File: src/ffha_pkg.sv
`default_nettype none
package ffha_pkg;

    localparam int ADDR_BITS         = 16;
    localparam int FREE_SLOTS        = 32;
    localparam int BLOCK_SLOTS       = 32;
    localparam int HEADER_BYTES      = 16;
    localparam int NODE_BYTES        = 16;
    localparam int PAGE_HEADER_BYTES = 8;
    localparam int HEAP_RESET        = 4096;
    localparam int ALIGN_MAX         = 256;

    localparam int FIDX_W = $clog2(FREE_SLOTS);
    localparam int BIDX_W = $clog2(BLOCK_SLOTS);
    localparam int CNT_W  = 6;
    localparam int PAD_W  = 9;

    localparam int DIV_W     = 17;
    localparam int DIV_STEP  = 4;
    localparam int DIV_STEPS = (DIV_W + DIV_STEP - 1) / DIV_STEP;
    localparam int DIV_SH_W  = DIV_STEPS * DIV_STEP;

    localparam logic CMD_ALLOC = 1'b0;
    localparam logic CMD_FREE  = 1'b1;

    typedef enum logic [1:0] {
        S_OK      = 2'd0,
        S_NOFIT   = 2'd1,
        S_FULL    = 2'd2,
        S_UNKNOWN = 2'd3
    } t_status;

    typedef enum logic [4:0] {
        ST_INIT,
        ST_IDLE,
        ST_A_REQDIV,
        ST_A_REQWAIT,
        ST_A_RD,
        ST_A_DAT,
        ST_A_WAIT,
        ST_RM_RD,
        ST_RM_WR,
        ST_F_RD,
        ST_F_CHK,
        ST_P_RD,
        ST_P_CHK,
        ST_MERGE,
        ST_SU_RD,
        ST_SU_WR,
        ST_COMMIT,
        ST_DONE
    } t_state;

    typedef struct packed {
        logic [ADDR_BITS-1:0] start;
        logic [ADDR_BITS-1:0] size;
    } t_free_ent;

    typedef struct packed {
        logic [ADDR_BITS-1:0] addr;
        logic [ADDR_BITS-1:0] size;
        logic [PAD_W-1:0]     pad;
    } t_blk_ent;

endpackage
`default_nettype wire

File: src/first_fit_heap_allocator.sv
// First-fit heap allocator: one heap page kept as an address-sorted table of
// free segments, plus a table of live grants.
// Input stream: s_tuser is the command (allocate or free); s_tdata carries
// the request size, alignment and the address of a block to free.
// Output stream: one item per input item; m_tuser is the status, m_tdata the
// granted address and size with the usage counters after the command.
// APB register 0 (heap_size) rebuilds the heap empty; write it only when idle.
// An allocate first takes the remainder of the request size by the alignment,
// then walks the free segments in order, each waiting on a remainder by the
// alignment, and moves the later entries down when a segment is removed.
// A free scans the grant table for the address, skipping empty entries, then
// walks the free table to find its neighbours and may move entries.
// The free table and the grant table each sit in a single-port-read memory,
// so a walk reads one entry at a time.
// Reset: heap_size is 4096 and the heap holds one free segment; a table
// set-up state follows reset and every heap_size write.
// A stalled output holds its item in an output register; the next input item
// is still taken and worked, and waits to load until the register drains.
`default_nettype none
module first_fit_heap_allocator (
    input  wire logic        i_clk,
    input  wire logic        i_rst_n,
    input  wire logic        psel,
    input  wire logic        penable,
    input  wire logic        pwrite,
    input  wire logic [2:0]  paddr,
    input  wire logic [31:0] pwdata,
    output logic      [31:0] prdata,
    output logic             pready,
    input  wire logic        s_tvalid,
    output logic             s_tready,
    // [15:0] req_size, [24:16] align, [40:25] address, [47:41] zero
    input  wire logic [47:0] s_tdata,
    // [0] command
    input  wire logic        s_tuser,
    output logic             m_tvalid,
    input  wire logic        m_tready,
    // [15:0] data_address, [31:16] granted_bytes, [47:32] used_bytes,
    // [63:48] free_bytes, [69:64] live_allocations, [71:70] zero
    output logic [71:0]      m_tdata,
    // [1:0] status
    output logic [1:0]       m_tuser
);

    localparam int AB = ffha_pkg::ADDR_BITS;
    localparam int FW = ffha_pkg::FIDX_W;
    localparam int BW = ffha_pkg::BIDX_W;
    localparam int CW = ffha_pkg::CNT_W;
    localparam int PW = ffha_pkg::PAD_W;

    ffha_pkg::t_state  r_state, n_state;
    ffha_pkg::t_status r_stat, n_stat;

    logic [AB-1:0]               r_heap, n_heap;
    logic [CW-1:0]               r_count, n_count;
    logic [AB-1:0]               r_used, n_used;
    logic [CW-1:0]               r_live, n_live;
    logic [AB-1:0]               r_ftot, n_ftot;
    logic [ffha_pkg::BLOCK_SLOTS-1:0] r_valid, n_valid;
    logic                        r_cmd, n_cmd;
    logic [AB-1:0]               r_req, n_req;
    logic [PW-1:0]               r_a, n_a;
    logic [AB-1:0]               r_addr, n_addr;
    logic [BW-1:0]               r_slot, n_slot;
    logic [AB:0]                 r_rsize, n_rsize;
    logic [CW-1:0]               r_idx, n_idx;
    logic [CW-1:0]               r_j, n_j;
    logic [CW-1:0]               r_k, n_k;
    logic [AB-1:0]               r_s, n_s;
    logic [AB-1:0]               r_fs, n_fs;
    logic [AB-1:0]               r_seg, n_seg;
    logic [AB-1:0]               r_gsize, n_gsize;
    logic [AB-1:0]               r_daddr, n_daddr;
    ffha_pkg::t_free_ent         r_prev, n_prev;
    ffha_pkg::t_free_ent         r_next, n_next;
    logic                        r_hnext, n_hnext;
    logic                        r_ovalid, n_ovalid;
    logic [71:0]                 r_odata, n_odata;
    logic [1:0]                  r_ouser, n_ouser;

    logic                        fm_we, fm_re;
    logic [FW-1:0]               fm_waddr, fm_raddr;
    ffha_pkg::t_free_ent         fm_wdata, fm_rdata;
    logic                        bm_we, bm_re;
    logic [BW-1:0]               bm_waddr, bm_raddr;
    ffha_pkg::t_blk_ent          bm_wdata, bm_rdata;

    logic                        div_start, div_done;
    logic [ffha_pkg::DIV_W-1:0]  div_dvd;
    logic [PW-1:0]               div_rem;

    logic                        cfg_we;
    logic                        slot_found;
    logic [BW-1:0]               free_slot;
    logic [PW-1:0]               a_in;
    logic [PW-1:0]               adj_c;
    logic [PW-1:0]               pad_c;
    logic [AB+1:0]               total_c;
    logic [AB-1:0]               left_c;
    logic [CW-1:0]               j_inc, j_dec, idx_dec;
    logic                        mp_c, mn_c;
    logic [AB-1:0]               ok_daddr, ok_gsize;

    ffha_ram #(.W($bits(ffha_pkg::t_free_ent)), .D(ffha_pkg::FREE_SLOTS)) u_free_ram (
        .i_clk   (i_clk),
        .i_we    (fm_we),
        .i_waddr (fm_waddr),
        .i_wdata (fm_wdata),
        .i_re    (fm_re),
        .i_raddr (fm_raddr),
        .o_rdata (fm_rdata)
    );

    ffha_ram #(.W($bits(ffha_pkg::t_blk_ent)), .D(ffha_pkg::BLOCK_SLOTS)) u_blk_ram (
        .i_clk   (i_clk),
        .i_we    (bm_we),
        .i_waddr (bm_waddr),
        .i_wdata (bm_wdata),
        .i_re    (bm_re),
        .i_raddr (bm_raddr),
        .o_rdata (bm_rdata)
    );

    ffha_rem u_rem (
        .i_clk      (i_clk),
        .i_rst_n    (i_rst_n),
        .i_start    (div_start),
        .i_dividend (div_dvd),
        .i_divisor  (r_a),
        .o_done     (div_done),
        .o_rem      (div_rem)
    );

    assign cfg_we   = psel & penable & pwrite & pready & (paddr[2] == 1'b0);
    assign pready   = 1'b1;
    assign prdata   = (paddr[2] == 1'b0) ? {16'd0, r_heap} : 32'd0;
    assign s_tready = (r_state == ffha_pkg::ST_IDLE);
    assign m_tvalid = r_ovalid;
    assign m_tdata  = r_odata;
    assign m_tuser  = r_ouser;

    assign a_in    = s_tdata[24:16];
    assign adj_c   = (div_rem != '0) ? (r_a - div_rem) : '0;
    assign pad_c   = PW'(ffha_pkg::HEADER_BYTES) + adj_c;
    assign total_c = {1'b0, r_rsize} + (AB+2)'(pad_c);
    assign left_c  = r_fs - total_c[AB-1:0];
    assign j_inc   = r_j + 1'b1;
    assign j_dec   = r_j - 1'b1;
    assign idx_dec = r_idx - 1'b1;
    assign mp_c    = (r_idx != '0) &&
                     (({1'b0, r_prev.start} + {1'b0, r_prev.size}) == {1'b0, r_seg});
    assign mn_c    = r_hnext && (({1'b0, r_seg} + {1'b0, r_gsize}) == {1'b0, r_next.start});
    assign ok_daddr = (r_stat == ffha_pkg::S_OK && r_cmd == ffha_pkg::CMD_ALLOC) ? r_daddr : '0;
    assign ok_gsize = (r_stat == ffha_pkg::S_OK) ? r_gsize : '0;

    always_comb begin
        slot_found = 1'b0;
        free_slot  = '0;
        for (int i = ffha_pkg::BLOCK_SLOTS - 1; i >= 0; i--) begin
            if (!r_valid[i]) begin
                slot_found = 1'b1;
                free_slot  = BW'(i);
            end
        end
    end

    always_ff @(posedge i_clk) begin
        if (!i_rst_n) begin
            r_state <= ffha_pkg::ST_INIT;
        end else begin
            r_state <= n_state;
        end
    end

    always_comb begin
        n_state  = r_state;
        n_stat   = r_stat;
        n_heap   = r_heap;
        n_count  = r_count;
        n_used   = r_used;
        n_live   = r_live;
        n_ftot   = r_ftot;
        n_valid  = r_valid;
        n_cmd    = r_cmd;
        n_req    = r_req;
        n_a      = r_a;
        n_addr   = r_addr;
        n_slot   = r_slot;
        n_rsize  = r_rsize;
        n_idx    = r_idx;
        n_j      = r_j;
        n_k      = r_k;
        n_s      = r_s;
        n_fs     = r_fs;
        n_seg    = r_seg;
        n_gsize  = r_gsize;
        n_daddr  = r_daddr;
        n_prev   = r_prev;
        n_next   = r_next;
        n_hnext  = r_hnext;
        n_ovalid = r_ovalid;
        n_odata  = r_odata;
        n_ouser  = r_ouser;
        fm_we    = 1'b0;
        fm_waddr = '0;
        fm_wdata = '0;
        fm_re    = 1'b0;
        fm_raddr = '0;
        bm_we    = 1'b0;
        bm_waddr = '0;
        bm_wdata = '0;
        bm_re    = 1'b0;
        bm_raddr = '0;
        div_start = 1'b0;
        div_dvd   = '0;

        if (r_ovalid && m_tready) begin
            n_ovalid = 1'b0;
        end

        unique case (r_state)
            ffha_pkg::ST_INIT: begin
                fm_we    = 1'b1;
                fm_waddr = '0;
                fm_wdata.start = AB'(ffha_pkg::PAGE_HEADER_BYTES);
                fm_wdata.size  = r_heap - AB'(ffha_pkg::PAGE_HEADER_BYTES);
                n_state  = ffha_pkg::ST_IDLE;
            end
            ffha_pkg::ST_IDLE: begin
                if (s_tvalid) begin
                    n_cmd   = s_tuser;
                    n_req   = s_tdata[15:0];
                    n_addr  = s_tdata[40:25];
                    n_a     = (a_in == '0) ? PW'(1) :
                              (a_in > PW'(ffha_pkg::ALIGN_MAX)) ? PW'(ffha_pkg::ALIGN_MAX) : a_in;
                    n_slot  = free_slot;
                    n_k     = '0;
                    n_idx   = '0;
                    n_hnext = 1'b0;
                    if (s_tuser == ffha_pkg::CMD_FREE) begin
                        n_state = ffha_pkg::ST_F_RD;
                    end else if (!slot_found) begin
                        n_stat  = ffha_pkg::S_FULL;
                        n_state = ffha_pkg::ST_DONE;
                    end else begin
                        n_state = ffha_pkg::ST_A_REQDIV;
                    end
                end
            end
            ffha_pkg::ST_A_REQDIV: begin
                div_start = 1'b1;
                div_dvd   = {1'b0, r_req};
                n_state   = ffha_pkg::ST_A_REQWAIT;
            end
            ffha_pkg::ST_A_REQWAIT: begin
                if (div_done) begin
                    n_rsize = {1'b0, r_req} + (AB+1)'(adj_c);
                    n_state = ffha_pkg::ST_A_RD;
                end
            end
            ffha_pkg::ST_A_RD: begin
                if (r_idx == r_count) begin
                    n_stat  = ffha_pkg::S_NOFIT;
                    n_state = ffha_pkg::ST_DONE;
                end else begin
                    fm_re    = 1'b1;
                    fm_raddr = r_idx[FW-1:0];
                    n_state  = ffha_pkg::ST_A_DAT;
                end
            end
            ffha_pkg::ST_A_DAT: begin
                n_s       = fm_rdata.start;
                n_fs      = fm_rdata.size;
                div_start = 1'b1;
                div_dvd   = {1'b0, fm_rdata.start} + ffha_pkg::DIV_W'(ffha_pkg::HEADER_BYTES);
                n_state   = ffha_pkg::ST_A_WAIT;
            end
            ffha_pkg::ST_A_WAIT: begin
                if (div_done) begin
                    if ({2'b00, r_fs} >= total_c) begin
                        n_daddr       = r_s + AB'(pad_c);
                        bm_we         = 1'b1;
                        bm_waddr      = r_slot;
                        bm_wdata.addr = r_s + AB'(pad_c);
                        bm_wdata.pad  = pad_c;
                        if (left_c > AB'(ffha_pkg::NODE_BYTES)) begin
                            fm_we          = 1'b1;
                            fm_waddr       = r_idx[FW-1:0];
                            fm_wdata.start = r_s + total_c[AB-1:0];
                            fm_wdata.size  = left_c;
                            bm_wdata.size  = total_c[AB-1:0];
                            n_gsize        = total_c[AB-1:0];
                            n_state        = ffha_pkg::ST_COMMIT;
                        end else begin
                            bm_wdata.size = r_fs;
                            n_gsize       = r_fs;
                            n_j           = r_idx;
                            n_state       = ffha_pkg::ST_RM_RD;
                        end
                    end else begin
                        n_idx   = r_idx + 1'b1;
                        n_state = ffha_pkg::ST_A_RD;
                    end
                end
            end
            ffha_pkg::ST_RM_RD: begin
                if (j_inc < r_count) begin
                    fm_re    = 1'b1;
                    fm_raddr = j_inc[FW-1:0];
                    n_state  = ffha_pkg::ST_RM_WR;
                end else begin
                    n_count = r_count - 1'b1;
                    n_state = ffha_pkg::ST_COMMIT;
                end
            end
            ffha_pkg::ST_RM_WR: begin
                fm_we    = 1'b1;
                fm_waddr = r_j[FW-1:0];
                fm_wdata = fm_rdata;
                n_j      = j_inc;
                n_state  = ffha_pkg::ST_RM_RD;
            end
            ffha_pkg::ST_F_RD: begin
                if (r_k == CW'(ffha_pkg::BLOCK_SLOTS)) begin
                    n_stat  = ffha_pkg::S_UNKNOWN;
                    n_state = ffha_pkg::ST_DONE;
                end else if (!r_valid[r_k[BW-1:0]]) begin
                    n_k = r_k + 1'b1;
                end else begin
                    bm_re    = 1'b1;
                    bm_raddr = r_k[BW-1:0];
                    n_state  = ffha_pkg::ST_F_CHK;
                end
            end
            ffha_pkg::ST_F_CHK: begin
                if (bm_rdata.addr == r_addr) begin
                    n_seg   = r_addr - AB'(bm_rdata.pad);
                    n_gsize = bm_rdata.size;
                    n_idx   = '0;
                    n_state = ffha_pkg::ST_P_RD;
                end else begin
                    n_k     = r_k + 1'b1;
                    n_state = ffha_pkg::ST_F_RD;
                end
            end
            ffha_pkg::ST_P_RD: begin
                if (r_idx == r_count) begin
                    n_state = ffha_pkg::ST_MERGE;
                end else begin
                    fm_re    = 1'b1;
                    fm_raddr = r_idx[FW-1:0];
                    n_state  = ffha_pkg::ST_P_CHK;
                end
            end
            ffha_pkg::ST_P_CHK: begin
                if (fm_rdata.start <= r_seg) begin
                    n_prev  = fm_rdata;
                    n_idx   = r_idx + 1'b1;
                    n_state = ffha_pkg::ST_P_RD;
                end else begin
                    n_next  = fm_rdata;
                    n_hnext = 1'b1;
                    n_state = ffha_pkg::ST_MERGE;
                end
            end
            ffha_pkg::ST_MERGE: begin
                priority if (mp_c && mn_c) begin
                    fm_we          = 1'b1;
                    fm_waddr       = idx_dec[FW-1:0];
                    fm_wdata.start = r_prev.start;
                    fm_wdata.size  = r_prev.size + r_gsize + r_next.size;
                    n_j            = r_idx;
                    n_state        = ffha_pkg::ST_RM_RD;
                end else if (mp_c) begin
                    fm_we          = 1'b1;
                    fm_waddr       = idx_dec[FW-1:0];
                    fm_wdata.start = r_prev.start;
                    fm_wdata.size  = r_prev.size + r_gsize;
                    n_state        = ffha_pkg::ST_COMMIT;
                end else if (mn_c) begin
                    fm_we          = 1'b1;
                    fm_waddr       = r_idx[FW-1:0];
                    fm_wdata.start = r_seg;
                    fm_wdata.size  = r_next.size + r_gsize;
                    n_state        = ffha_pkg::ST_COMMIT;
                end else if (r_count == CW'(ffha_pkg::FREE_SLOTS)) begin
                    n_stat  = ffha_pkg::S_FULL;
                    n_state = ffha_pkg::ST_DONE;
                end else begin
                    n_j     = r_count;
                    n_state = ffha_pkg::ST_SU_RD;
                end
            end
            ffha_pkg::ST_SU_RD: begin
                if (r_j > r_idx) begin
                    fm_re    = 1'b1;
                    fm_raddr = j_dec[FW-1:0];
                    n_state  = ffha_pkg::ST_SU_WR;
                end else begin
                    fm_we          = 1'b1;
                    fm_waddr       = r_idx[FW-1:0];
                    fm_wdata.start = r_seg;
                    fm_wdata.size  = r_gsize;
                    n_count        = r_count + 1'b1;
                    n_state        = ffha_pkg::ST_COMMIT;
                end
            end
            ffha_pkg::ST_SU_WR: begin
                fm_we    = 1'b1;
                fm_waddr = r_j[FW-1:0];
                fm_wdata = fm_rdata;
                n_j      = j_dec;
                n_state  = ffha_pkg::ST_SU_RD;
            end
            ffha_pkg::ST_COMMIT: begin
                if (r_cmd == ffha_pkg::CMD_ALLOC) begin
                    n_valid[r_slot] = 1'b1;
                    n_used = r_used + r_gsize;
                    n_live = r_live + 1'b1;
                    n_ftot = r_ftot - r_gsize;
                end else begin
                    n_valid[r_k[BW-1:0]] = 1'b0;
                    n_used = r_used - r_gsize;
                    n_live = r_live - 1'b1;
                    n_ftot = r_ftot + r_gsize;
                end
                n_stat  = ffha_pkg::S_OK;
                n_state = ffha_pkg::ST_DONE;
            end
            ffha_pkg::ST_DONE: begin
                if (!r_ovalid || m_tready) begin
                    n_ovalid = 1'b1;
                    n_ouser  = r_stat;
                    n_odata  = {2'b00, r_live, r_ftot, r_used, ok_gsize, ok_daddr};
                    n_state  = ffha_pkg::ST_IDLE;
                end
            end
            default: begin
                n_state = ffha_pkg::ST_INIT;
            end
        endcase

        if (cfg_we) begin
            n_heap  = pwdata[AB-1:0];
            n_valid = '0;
            n_used  = '0;
            n_live  = '0;
            if (pwdata[AB-1:0] > AB'(ffha_pkg::PAGE_HEADER_BYTES)) begin
                n_count = CW'(1);
                n_ftot  = pwdata[AB-1:0] - AB'(ffha_pkg::PAGE_HEADER_BYTES);
            end else begin
                n_count = '0;
                n_ftot  = '0;
            end
            n_state = ffha_pkg::ST_INIT;
        end
    end

    always_ff @(posedge i_clk) begin
        if (!i_rst_n) begin
            r_stat   <= ffha_pkg::S_OK;
            r_heap   <= AB'(ffha_pkg::HEAP_RESET);
            r_count  <= CW'(1);
            r_used   <= '0;
            r_live   <= '0;
            r_ftot   <= AB'(ffha_pkg::HEAP_RESET - ffha_pkg::PAGE_HEADER_BYTES);
            r_valid  <= '0;
            r_ovalid <= 1'b0;
        end else begin
            r_stat   <= n_stat;
            r_heap   <= n_heap;
            r_count  <= n_count;
            r_used   <= n_used;
            r_live   <= n_live;
            r_ftot   <= n_ftot;
            r_valid  <= n_valid;
            r_ovalid <= n_ovalid;
        end
    end

    always_ff @(posedge i_clk) begin
        r_cmd   <= n_cmd;
        r_req   <= n_req;
        r_a     <= n_a;
        r_addr  <= n_addr;
        r_slot  <= n_slot;
        r_rsize <= n_rsize;
        r_idx   <= n_idx;
        r_j     <= n_j;
        r_k     <= n_k;
        r_s     <= n_s;
        r_fs    <= n_fs;
        r_seg   <= n_seg;
        r_gsize <= n_gsize;
        r_daddr <= n_daddr;
        r_prev  <= n_prev;
        r_next  <= n_next;
        r_hnext <= n_hnext;
        r_odata <= n_odata;
        r_ouser <= n_ouser;
    end

`ifndef SYNTH
    a_count_range: assert property (@(posedge i_clk) disable iff (!i_rst_n)
        r_count <= CW'(ffha_pkg::FREE_SLOTS))
        else $error("free segment count out of range");

    a_live_match: assert property (@(posedge i_clk) disable iff (!i_rst_n)
        r_live == CW'($countones(r_valid)))
        else $error("live count disagrees with grant table");

    a_div_owner: assert property (@(posedge i_clk) disable iff (!i_rst_n)
        div_done |-> (r_state == ffha_pkg::ST_A_REQWAIT || r_state == ffha_pkg::ST_A_WAIT))
        else $error("remainder finished outside a wait state");
`endif

endmodule
`default_nettype wire

File: src/ffha_ram.sv
`default_nettype none
module ffha_ram #(
    parameter int W = 32,
    parameter int D = 32,
    localparam int AW = $clog2(D)
) (
    input  wire logic          i_clk,
    input  wire logic          i_we,
    input  wire logic [AW-1:0] i_waddr,
    input  wire logic [W-1:0]  i_wdata,
    input  wire logic          i_re,
    input  wire logic [AW-1:0] i_raddr,
    output logic      [W-1:0]  o_rdata
);

    logic [W-1:0] mem [D];

    always_ff @(posedge i_clk) begin
        if (i_we) begin
            mem[i_waddr] <= i_wdata;
        end
        if (i_re) begin
            o_rdata <= mem[i_raddr];
        end
    end

endmodule
`default_nettype wire

File: src/ffha_rem.sv
`default_nettype none
module ffha_rem (
    input  wire logic                            i_clk,
    input  wire logic                            i_rst_n,
    input  wire logic                            i_start,
    input  wire logic [ffha_pkg::DIV_W-1:0]      i_dividend,
    input  wire logic [ffha_pkg::PAD_W-1:0]      i_divisor,
    output logic                                 o_done,
    output logic      [ffha_pkg::PAD_W-1:0]      o_rem
);

    logic                                r_busy;
    logic                                r_done;
    logic [$clog2(ffha_pkg::DIV_STEPS):0] r_cnt;
    logic [ffha_pkg::DIV_SH_W-1:0]       r_sh;
    logic [ffha_pkg::PAD_W-1:0]          r_rem;
    logic [ffha_pkg::PAD_W-1:0]          r_div;
    logic [ffha_pkg::PAD_W-1:0]          n_rem;
    logic [ffha_pkg::PAD_W:0]            x;

    always_comb begin
        n_rem = r_rem;
        x     = '0;
        for (int i = 0; i < ffha_pkg::DIV_STEP; i++) begin
            x = {n_rem, r_sh[ffha_pkg::DIV_SH_W-1-i]};
            if (x >= {1'b0, r_div}) begin
                x = x - {1'b0, r_div};
            end
            n_rem = x[ffha_pkg::PAD_W-1:0];
        end
    end

    always_ff @(posedge i_clk) begin
        if (!i_rst_n) begin
            r_busy <= 1'b0;
            r_done <= 1'b0;
            r_cnt  <= '0;
        end else begin
            r_done <= 1'b0;
            if (i_start) begin
                r_busy <= 1'b1;
                r_cnt  <= '0;
            end else if (r_busy) begin
                r_cnt <= r_cnt + 1'b1;
                if (r_cnt == ($bits(r_cnt))'(ffha_pkg::DIV_STEPS - 1)) begin
                    r_busy <= 1'b0;
                    r_done <= 1'b1;
                end
            end
        end
    end

    always_ff @(posedge i_clk) begin
        if (i_start) begin
            r_sh  <= ffha_pkg::DIV_SH_W'(i_dividend);
            r_rem <= '0;
            r_div <= i_divisor;
        end else if (r_busy) begin
            r_sh  <= r_sh << ffha_pkg::DIV_STEP;
            r_rem <= n_rem;
        end
    end

    assign o_done = r_done;
    assign o_rem  = r_rem;

endmodule
`default_nettype wire
File: config.mk
export PLATFORM = sky130hd
export DESIGN_NAME = first_fit_heap_allocator
export DESIGN_NICKNAME = d
export VERILOG_FILES = /design/src/ffha_pkg.sv /design/src/first_fit_heap_allocator.sv /design/src/ffha_ram.sv /design/src/ffha_rem.sv
export SDC_FILE = /design/constraint.sdc
export NUM_CORES = 2
export LEC_CHECK = 0
export BUFFER_PORTS_ARGS = -buffer_cell sky130_fd_sc_hd__buf_2
export CORE_MARGIN = 3
export CORE_UTILIZATION = 30
export DETAILED_ROUTE_END_ITERATION = 6
export HOLD_SLACK_MARGIN = 0.15
export PLACE_DENSITY = 0.51
export REMOVE_ABC_BUFFERS = 1
export SLEW_MARGIN = 20
export SYNTH_ARGS = -nofsm -noshare
export SYNTH_HDL_FRONTEND = slang
export SYNTH_SLANG_ARGS = --single-unit
File: constraint.sdc
create_clock -name i_clk -period 9.6 [get_ports i_clk]
set_clock_uncertainty 0.15 [all_clocks]
set_input_delay 0 -clock i_clk [delete_from_list [all_inputs] [get_ports i_clk]]
set_output_delay 0 -clock i_clk [all_outputs]
set_load 0.05 [all_outputs]
# Word level (Yosys, flattened, before mapping)

Memories as Yosys holds them, arrays and structs flattened. A register that Yosys moved wholly into a read port is not among the register bits.
Index checks and enable logic that the tools add are counted.

Bits in registers: 443
Bits in writable memories: 2336
Input port bits: 91
Output and inout bits: 109
Logic and storage cells: 414
Memories kept: 2

Add/sub/neg operators: 34
Magnitude comparators: 15
Eq/ne operators: 51
Muxes and demuxes: 207
Bitwise operators: 11
Reduce and logical (&&, ||, !) cells: 50

Memory list:

| name           | words | width | rd ports | clocked after Yosys merged registers in | wr ports | line           | text |
|---|---|---|---|---|---|---|---|
| u_blk_ram.mem  | 32    | 41    | 1        | 1                                       | 1        | ffha_ram.sv:16 | `logic [W-1:0] mem [D];` |
| u_free_ram.mem | 32    | 32    | 1        | 1                                       | 1        | ffha_ram.sv:16 |  |

Operators with widths:

| operator                                                              | count |
|---|---|
| 32-bit 2-to-1 mux                                                     | 8 |
| 5-bit 2-to-1 mux                                                      | 49 |
| 16-bit 2-to-1 mux                                                     | 10 |
| 32-bit one-hot mux with 5 select lines                                | 1 |
| 41-bit 2-to-1 mux                                                     | 3 |
| 6-bit 2-to-1 mux                                                      | 19 |
| 16-bit adder                                                          | 6 |
| 5-bit one-hot mux with 18 select lines                                | 1 |
| 1-bit 2-to-1 mux                                                      | 68 |
| 9-bit 2-to-1 mux                                                      | 6 |
| 6-bit one-hot mux with 4 select lines                                 | 2 |
| 16-bit subtractor                                                     | 3 |
| 9-bit subtractor                                                      | 5 |
| 5-bit by 4-bit equality test with 1-bit output, second input constant | 8 |
| 10-bit by 9-bit greater-or-equal comparator with 1-bit output         | 4 |
| 2-bit != test, second input constant                                  | 19 |
| 16-bit by 16-bit adder with 17-bit output                             | 2 |
| 17-bit by 16-bit equality test with 1-bit output                      | 2 |
| 17-bit 2-to-1 mux                                                     | 2 |
| 17-bit one-hot mux with 2 select lines                                | 1 |
| 32-bit AND                                                            | 1 |
| 4-bit 2-to-1 mux                                                      | 8 |
| 32-bit inverter                                                       | 1 |
| 32-bit OR                                                             | 1 |
| 68 further kinds                                                      | 138 |

# Depth between registers and ports, before layout

Depth in word-level cells: 36
Mapped depth: 44
Depth with buffers taken out: 41

# Cells and area by module

Synthesis repeated with hierarchy kept, for this count alone.

Cell total of the unflattened synthesis: 8659
Area total of the unflattened synthesis: 125591.7 sq um

By module, submodules not included:

| module                   | times used | cells an instance | area an instance (sq um) | sequential area each (sq um) |
|---|---|---|---|---|
| ffha_ram (u_blk_ram)     | 1          | 2883              | 52210.1                  | 40629.0 |
| ffha_ram (u_free_ram)    | 1          | 2260              | 40812.9                  | 31710.4 |
| first_fit_heap_allocator | 1          | 3144              | 28971.5                  | 10980.5 |
| ffha_rem                 | 1          | 372               | 3597.2                   | 1141.1 |

# Worst setup path after synthesis

OpenSTA, ideal clock, no wires.

Path type: reg2reg
From: reg u_rem.r_div[1] (netlist bit)
To: reg u_rem.r_rem (netlist bit u_rem.o_rem[1])
Setup time: 0.070 ns
Arrival: 8.165 ns
Required time: 9.380 ns
Setup slack: 1.215 ns
Stages on the path, launching flop included: 40
Buffers on the path: 4
Period minus slack after synthesis: 8.385 ns
Cells stage by stage: edfxtp_1 -> inv_1 -> fa_1 -> a211oi_1 -> o21ai_0 -> a211oi_1 -> o21ai_0 -> clkbuf_1 -> mux2_2 -> ha_1 -> nor2b_1 -> o21ai_0 -> a21oi_1 -> o31ai_1 -> o311ai_2 -> clkbuf_1 -> o21ai_0 -> fa_1 -> [4 not listed] -> o2bb2ai_1 -> inv_1 -> a211o_1 -> clkbuf_1 -> mux2i_1 -> ha_1 -> nor2b_1 -> o21ai_0 -> a21boi_0 -> o21ai_0 -> a21boi_0 -> o21ai_0 -> nand2b_1 -> nand2_1 -> nor3b_1 -> buf_2 -> mux2_2 -> a21oi_1

Word-level cells in the longest chain between the ends: 8
Elaborated cells between the ends (all ways): 12
Those cells by class: 4 x add/sub; 4 x order compare; 4 x mux

RTL lines:

| item                                                                                                     | line                           | text |
|---|---|---|
| start: declaration                                                                                       | ffha_rem.sv:17                 | `logic [ffha_pkg::PAD_W-1:0] r_div;` |
| start signal: assignment                                                                                 | ffha_rem.sv:57                 | `r_div <= i_divisor;` |
| 9-bit subtractor / 10-bit by 9-bit greater-or-equal comparator with 1-bit output (equally long branches) | ffha_rem.sv:27, ffha_rem.sv:26 |  |
| 9-bit 2-to-1 mux                                                                                         | ffha_rem.sv:26                 | `if (x >= {1'b0, r_div}) begin` |
| 9-bit subtractor / 10-bit by 9-bit greater-or-equal comparator with 1-bit output (equally long branches) | ffha_rem.sv:27, ffha_rem.sv:26 |  |
| 9-bit 2-to-1 mux                                                                                         | ffha_rem.sv:26                 |  |
| 9-bit subtractor / 10-bit by 9-bit greater-or-equal comparator with 1-bit output (equally long branches) | ffha_rem.sv:27, ffha_rem.sv:26 |  |
| 9-bit 2-to-1 mux                                                                                         | ffha_rem.sv:26                 |  |
| 10-bit by 9-bit greater-or-equal comparator with 1-bit output / 9-bit subtractor (equally long branches) | ffha_rem.sv:26, ffha_rem.sv:27 |  |
| 9-bit 2-to-1 mux (*)                                                                                     | ffha_rem.sv:26                 |  |
| end signal: assignment                                                                                   | ffha_rem.sv:60                 | `r_rem <= n_rem;` |
| end: declaration                                                                                         | ffha_rem.sv:16                 | `logic [ffha_pkg::PAD_W-1:0] r_rem;` |

Every way passes the cells marked *; elsewhere a longest branch is shown, timed or not.
A chain may end at the register's enable or synchronous reset.

# Worst setup path after layout

From: reg r_a[1]
To: mem u_free_ram.mem[52][18] (netlist: u_free_ram.mem[26][18]), enable pin

Word-level cells in the longest chain between the ends: 12
Elaborated cells between the ends (all ways): 17
Those cells by class: 4 x add/sub; 2 x order compare; 11 x mux

RTL lines:

| item                                           | line                            | text |
|---|---|---|
| start: declaration                             | first_fit_heap_allocator.sv:62  | `logic [PW-1:0] r_a, n_a;` |
| start signal: assignment                       | first_fit_heap_allocator.sv:484 | `r_a <= n_a;` |
| 9-bit subtractor (*)                           | first_fit_heap_allocator.sv:143 | `assign adj_c = (div_rem != '0) ? (r_a - div_rem) : '0;` |
| 9-bit 2-to-1 mux (*)                           | first_fit_heap_allocator.sv:143 |  |
| 5-bit by 9-bit adder with 9-bit output (*)     | first_fit_heap_allocator.sv:144 | `assign pad_c = PW'(ffha_pkg::HEADER_BYTES) + adj_c;` |
| 17-bit by 9-bit adder with 18-bit output (*)   | first_fit_heap_allocator.sv:145 | `assign total_c = {1'b0, r_rsize} + (AB+2)'(pad_c);` |
| 16-bit subtractor                              | first_fit_heap_allocator.sv:146 | `assign left_c = r_fs - total_c[AB-1:0];` |
| 16-bit by 5-bit > comparator with 1-bit output | first_fit_heap_allocator.sv:286 | `if (left_c > AB'(ffha_pkg::NODE_BYTES)) begin` |
| 1-bit 2-to-1 mux                               | first_fit_heap_allocator.sv:286 |  |
| 1-bit 2-to-1 mux                               | first_fit_heap_allocator.sv:280 | `if ({2'b00, r_fs} >= total_c) begin` |
| 1-bit 2-to-1 mux                               | first_fit_heap_allocator.sv:279 | `if (div_done) begin` |
| 1-bit one-hot mux with 4 select lines          | first_fit_heap_allocator.sv:221 | `unique case (r_state)` |
| 1-bit 2-to-1 mux                               | ffha_ram.sv:19                  | `if (i_we) begin` |
| 1-bit 2-to-1 mux (implied by the code)         | ffha_ram.sv:20                  | `mem[i_waddr] <= i_wdata;` |
| end: declaration                               | ffha_ram.sv:16                  |  |

Marks and branches as above.

==> reports/metrics.yaml <==
synth.largest_area_cell: "edfxtp_1"
max_stage_delay_ns: 0.74
slowest_stage: "o31ai_1"
setup_viol: 0
final_hold_viol_count: 0
coreArea_um2: 414000
period_needed_ns: 9.01
hold_slack_ns: 0.220
synth_area_um2: 125000
drive_above_1_share: 0.148
num_rows: 236
h-tree-depth: 5
die_w_um: 651
ant_nets: 0
critPathLaunch: "r_a[1]"
postSynthCellCount: 8859
rsz0062_at_grt: "false"
final_util: 0.357
p_total_w: 0.0418
criticalPathCategory: "reg -> reg"
cp_top_family: "simple AND/OR/NAND/NOR gates"
worst_slack_ns: 0.587
yosysSeqAreaShare: 0.676
fill_cells: 39500
ff2ff_setup_slack_ns: 0.59
cts_tree: "done"
portBuffers: 155
syn2layout_area_growth_pct: 18.2
cts_buffers: 320
synth_edf_count: 2734
synth.distinct_cells: 89
vias: 78800
synth_area_per_cell_um2: 14.1
maxSlewViolCount: 0
overflow: 0
synth_top_cells_by_area: "edfxtp_1 (66%), mux2i_1 (3.8%), nand2_1 (3.4%), mux4_2 (3.1%), ha_1 (2.7%)"
final_nets: 9801
initial_core_util: 0.302
timing.critical_path.buf_inv: 4
crit_fanout: 17
place.gp.congestion: 0.901
drc_errors: 14
grt_util_all_layers: 0.174
ys_warn_count: 0
crit_top_cell: "ha_1"
clockBufferDepth: 4
maxCapViolations: 0
drt_iter0_drc: 7701
ys_ff_latch: 2852
ir_drop_mv: 0.454
worst_ep_arrival_time_ns: 9.44
preCtsSetupSlack_ns: 0.173
hold_path_class: "in -> reg"
synthFlopType: "edfxtp_1"
grt_pass1_vias: 77800
violations: "design-rule violations"
async_reset_ff_frac: 0
critical_path.startpoint_type: "flip-flop"
final_common_cell: "edfxtp_1"
status: "finished with violations"
grt_antenna_before_repair: 28
cellPowerDensity_nw_per_um2: 283
clkSinkCount: 2852
routed_wl_mm: 382
path_clk_slew_ns: 0.06
dp_hpwl_mm: 242
crit_end: "u_free_ram.mem[26][18]"
die_area_um2: 424000
critPathRequiredTime_ns: 10.03
root_buffer: "clkbuf_16"
crit_cells: 30
grt_max_degree: 171
yosysTopAreaCellShare: 0.657
worstReg2RegStart: "r_a[1]"
power.leakage_nw: 54.9
ioPinCount: 200
period_share: 0.939
insertion_delay_ns: 0.97
via_per_inst: 5.20
timing.rr.end: "u_free_ram.mem[26][18]"
dr.pass1.iters: 7
layout_common_cells: "edfxtp_1 (2734), nand2_1 (1118), mux2i_1 (478)"
grt_pass1_wl_mm: 550
die-height_um: 651
slew_headroom: 0.230
ff2ff_path_depth: 30
wire_per_inst_um: 25.2
crit_path_end_kind: "flip-flop"
fmax_mhz: 111
worstMarginPinSlew_ns: 1.15
## what timing repair did
action,CTS,global route
gates resized for setup,0,13
hold endpoints to repair,223,0
buffers inserted,0,1
hold buffers,199,0
setup endpoints to repair,0,41
## stage by stage
| step | area [um^2] | TNS, ns | std cells |
|---|---|---|---|
| global placement | 135000 | 0 | 14400 |
| CTS | 147000 | 0 | 15100 |
| detailed placement | 135000 | 0 | 14400 |
| floorplan | 123000 | -810.57 | 8402 |
| global route | 148000 | 0 | 15200 |
| finish | 148000 | 0 | 15200 |
## registers in the layout, summed over array words and instances, names as in the netlist, 17 cells and up
signal / cells
r_prev: 32
r_rsize: 17
u_blk_ram.mem: 1312
r_valid: 32
u_rem.r_sh: 20
u_free_ram.o_rdata: 32
r_next: 32
u_free_ram.mem: 1024
u_blk_ram.o_rdata: 41
m_tdata: 70
## layer usage
layer  vias up  GRT usage  routed length [um]
li1      35200          -                   -
met1     40400      0.239              166000
met2      2711      0.286              181000
met3       526     0.0252               24200
met4         2     0.0464               10100
met5         -          0                  13
## worst min-delay path: stages
cell and delay, ns:
dlygate4sd3_1 0.52, buf_2 0.12, o31ai_1 0.11, a41o_1 0.34
o211ai_1 0.14
## cells by family after synthesis
group	count (synthesis)	share of synthesized area
other	2	0.0000601
XOR/XNOR	300	0.0210
multiplexers	772	0.0804
flip-flops	2852	0.676
AND/OR/NAND/NOR	2489	0.0904
adder cells (fa/ha/maj)	292	0.0304
AO/OA/AOI/OAI	1462	0.0801
buffers and inverters	690	0.0217
## how the worst min path moves through the flow
stage,from,end,slack (ns),cells past startpoint
floorplan,i_rst_n,r_ftot[3],-0.09,1
global placement,s_tdata[27],r_addr[2],0.03,1
detailed placement,s_tdata[40],r_addr[15],0.03,1
CTS,pwdata[9],r_ftot[15],0.15,8
global route,s_tdata[0],r_req[0],0.18,3
finish,pwdata[2],r_count[0],0.22,5
## report_power, final
part / internal, W / switching [W]
logic: 0.00543 / 0.00922
clock network: 0.00701 / 0.00510
registers: 0.0147 / 0.000389
total: 0.0271 / 0.0147
## synth_stat cells (14+ instances only)
cell type and instances:
dfxtp_1 118, or2_2 15, o31ai_1 18, clkbuf_1 340, nor2b_1 64, a21boi_0 36
buf_1 79, nand2_1 1126, nand3_1 439, mux2i_1 478, buf_2 36, o211ai_1 57
a21o_1 57, a222oi_1 21, inv_1 214, mux2_2 121, o21ai_0 264, or3_1 31
and3_1 95, xnor2_1 186, nor3_1 112, nor2_1 363, a22o_1 40, ha_1 272
a211oi_1 31, a32o_1 32, a22oi_1 82, nand4_1 45, fa_1 20, nand2b_1 35
a311oi_1 63, o22ai_1 151, o221ai_1 49, xor2_1 114, a221oi_1 67, o21a_1 34
or4_1 14, and2_1 73, buf_4 19, a31oi_1 95, o21bai_1 19, edfxtp_1 2734
mux4_2 173, nor4_1 27, a21oi_1 243
## final cells by class
class                   count  area (um^2)  area share
diodes                      7         17.5    0.000119
flip-flops and latches   2852        84500       0.572
clock inverters           192         1930      0.0131
multi-input cells        5335        38800       0.263
repair buffers            693         6370      0.0431
well taps                5474         6850      0.0464
clock buffers             395         8450      0.0572
inverters                 216          811     0.00549
Power figures use the tool's default switching activity.
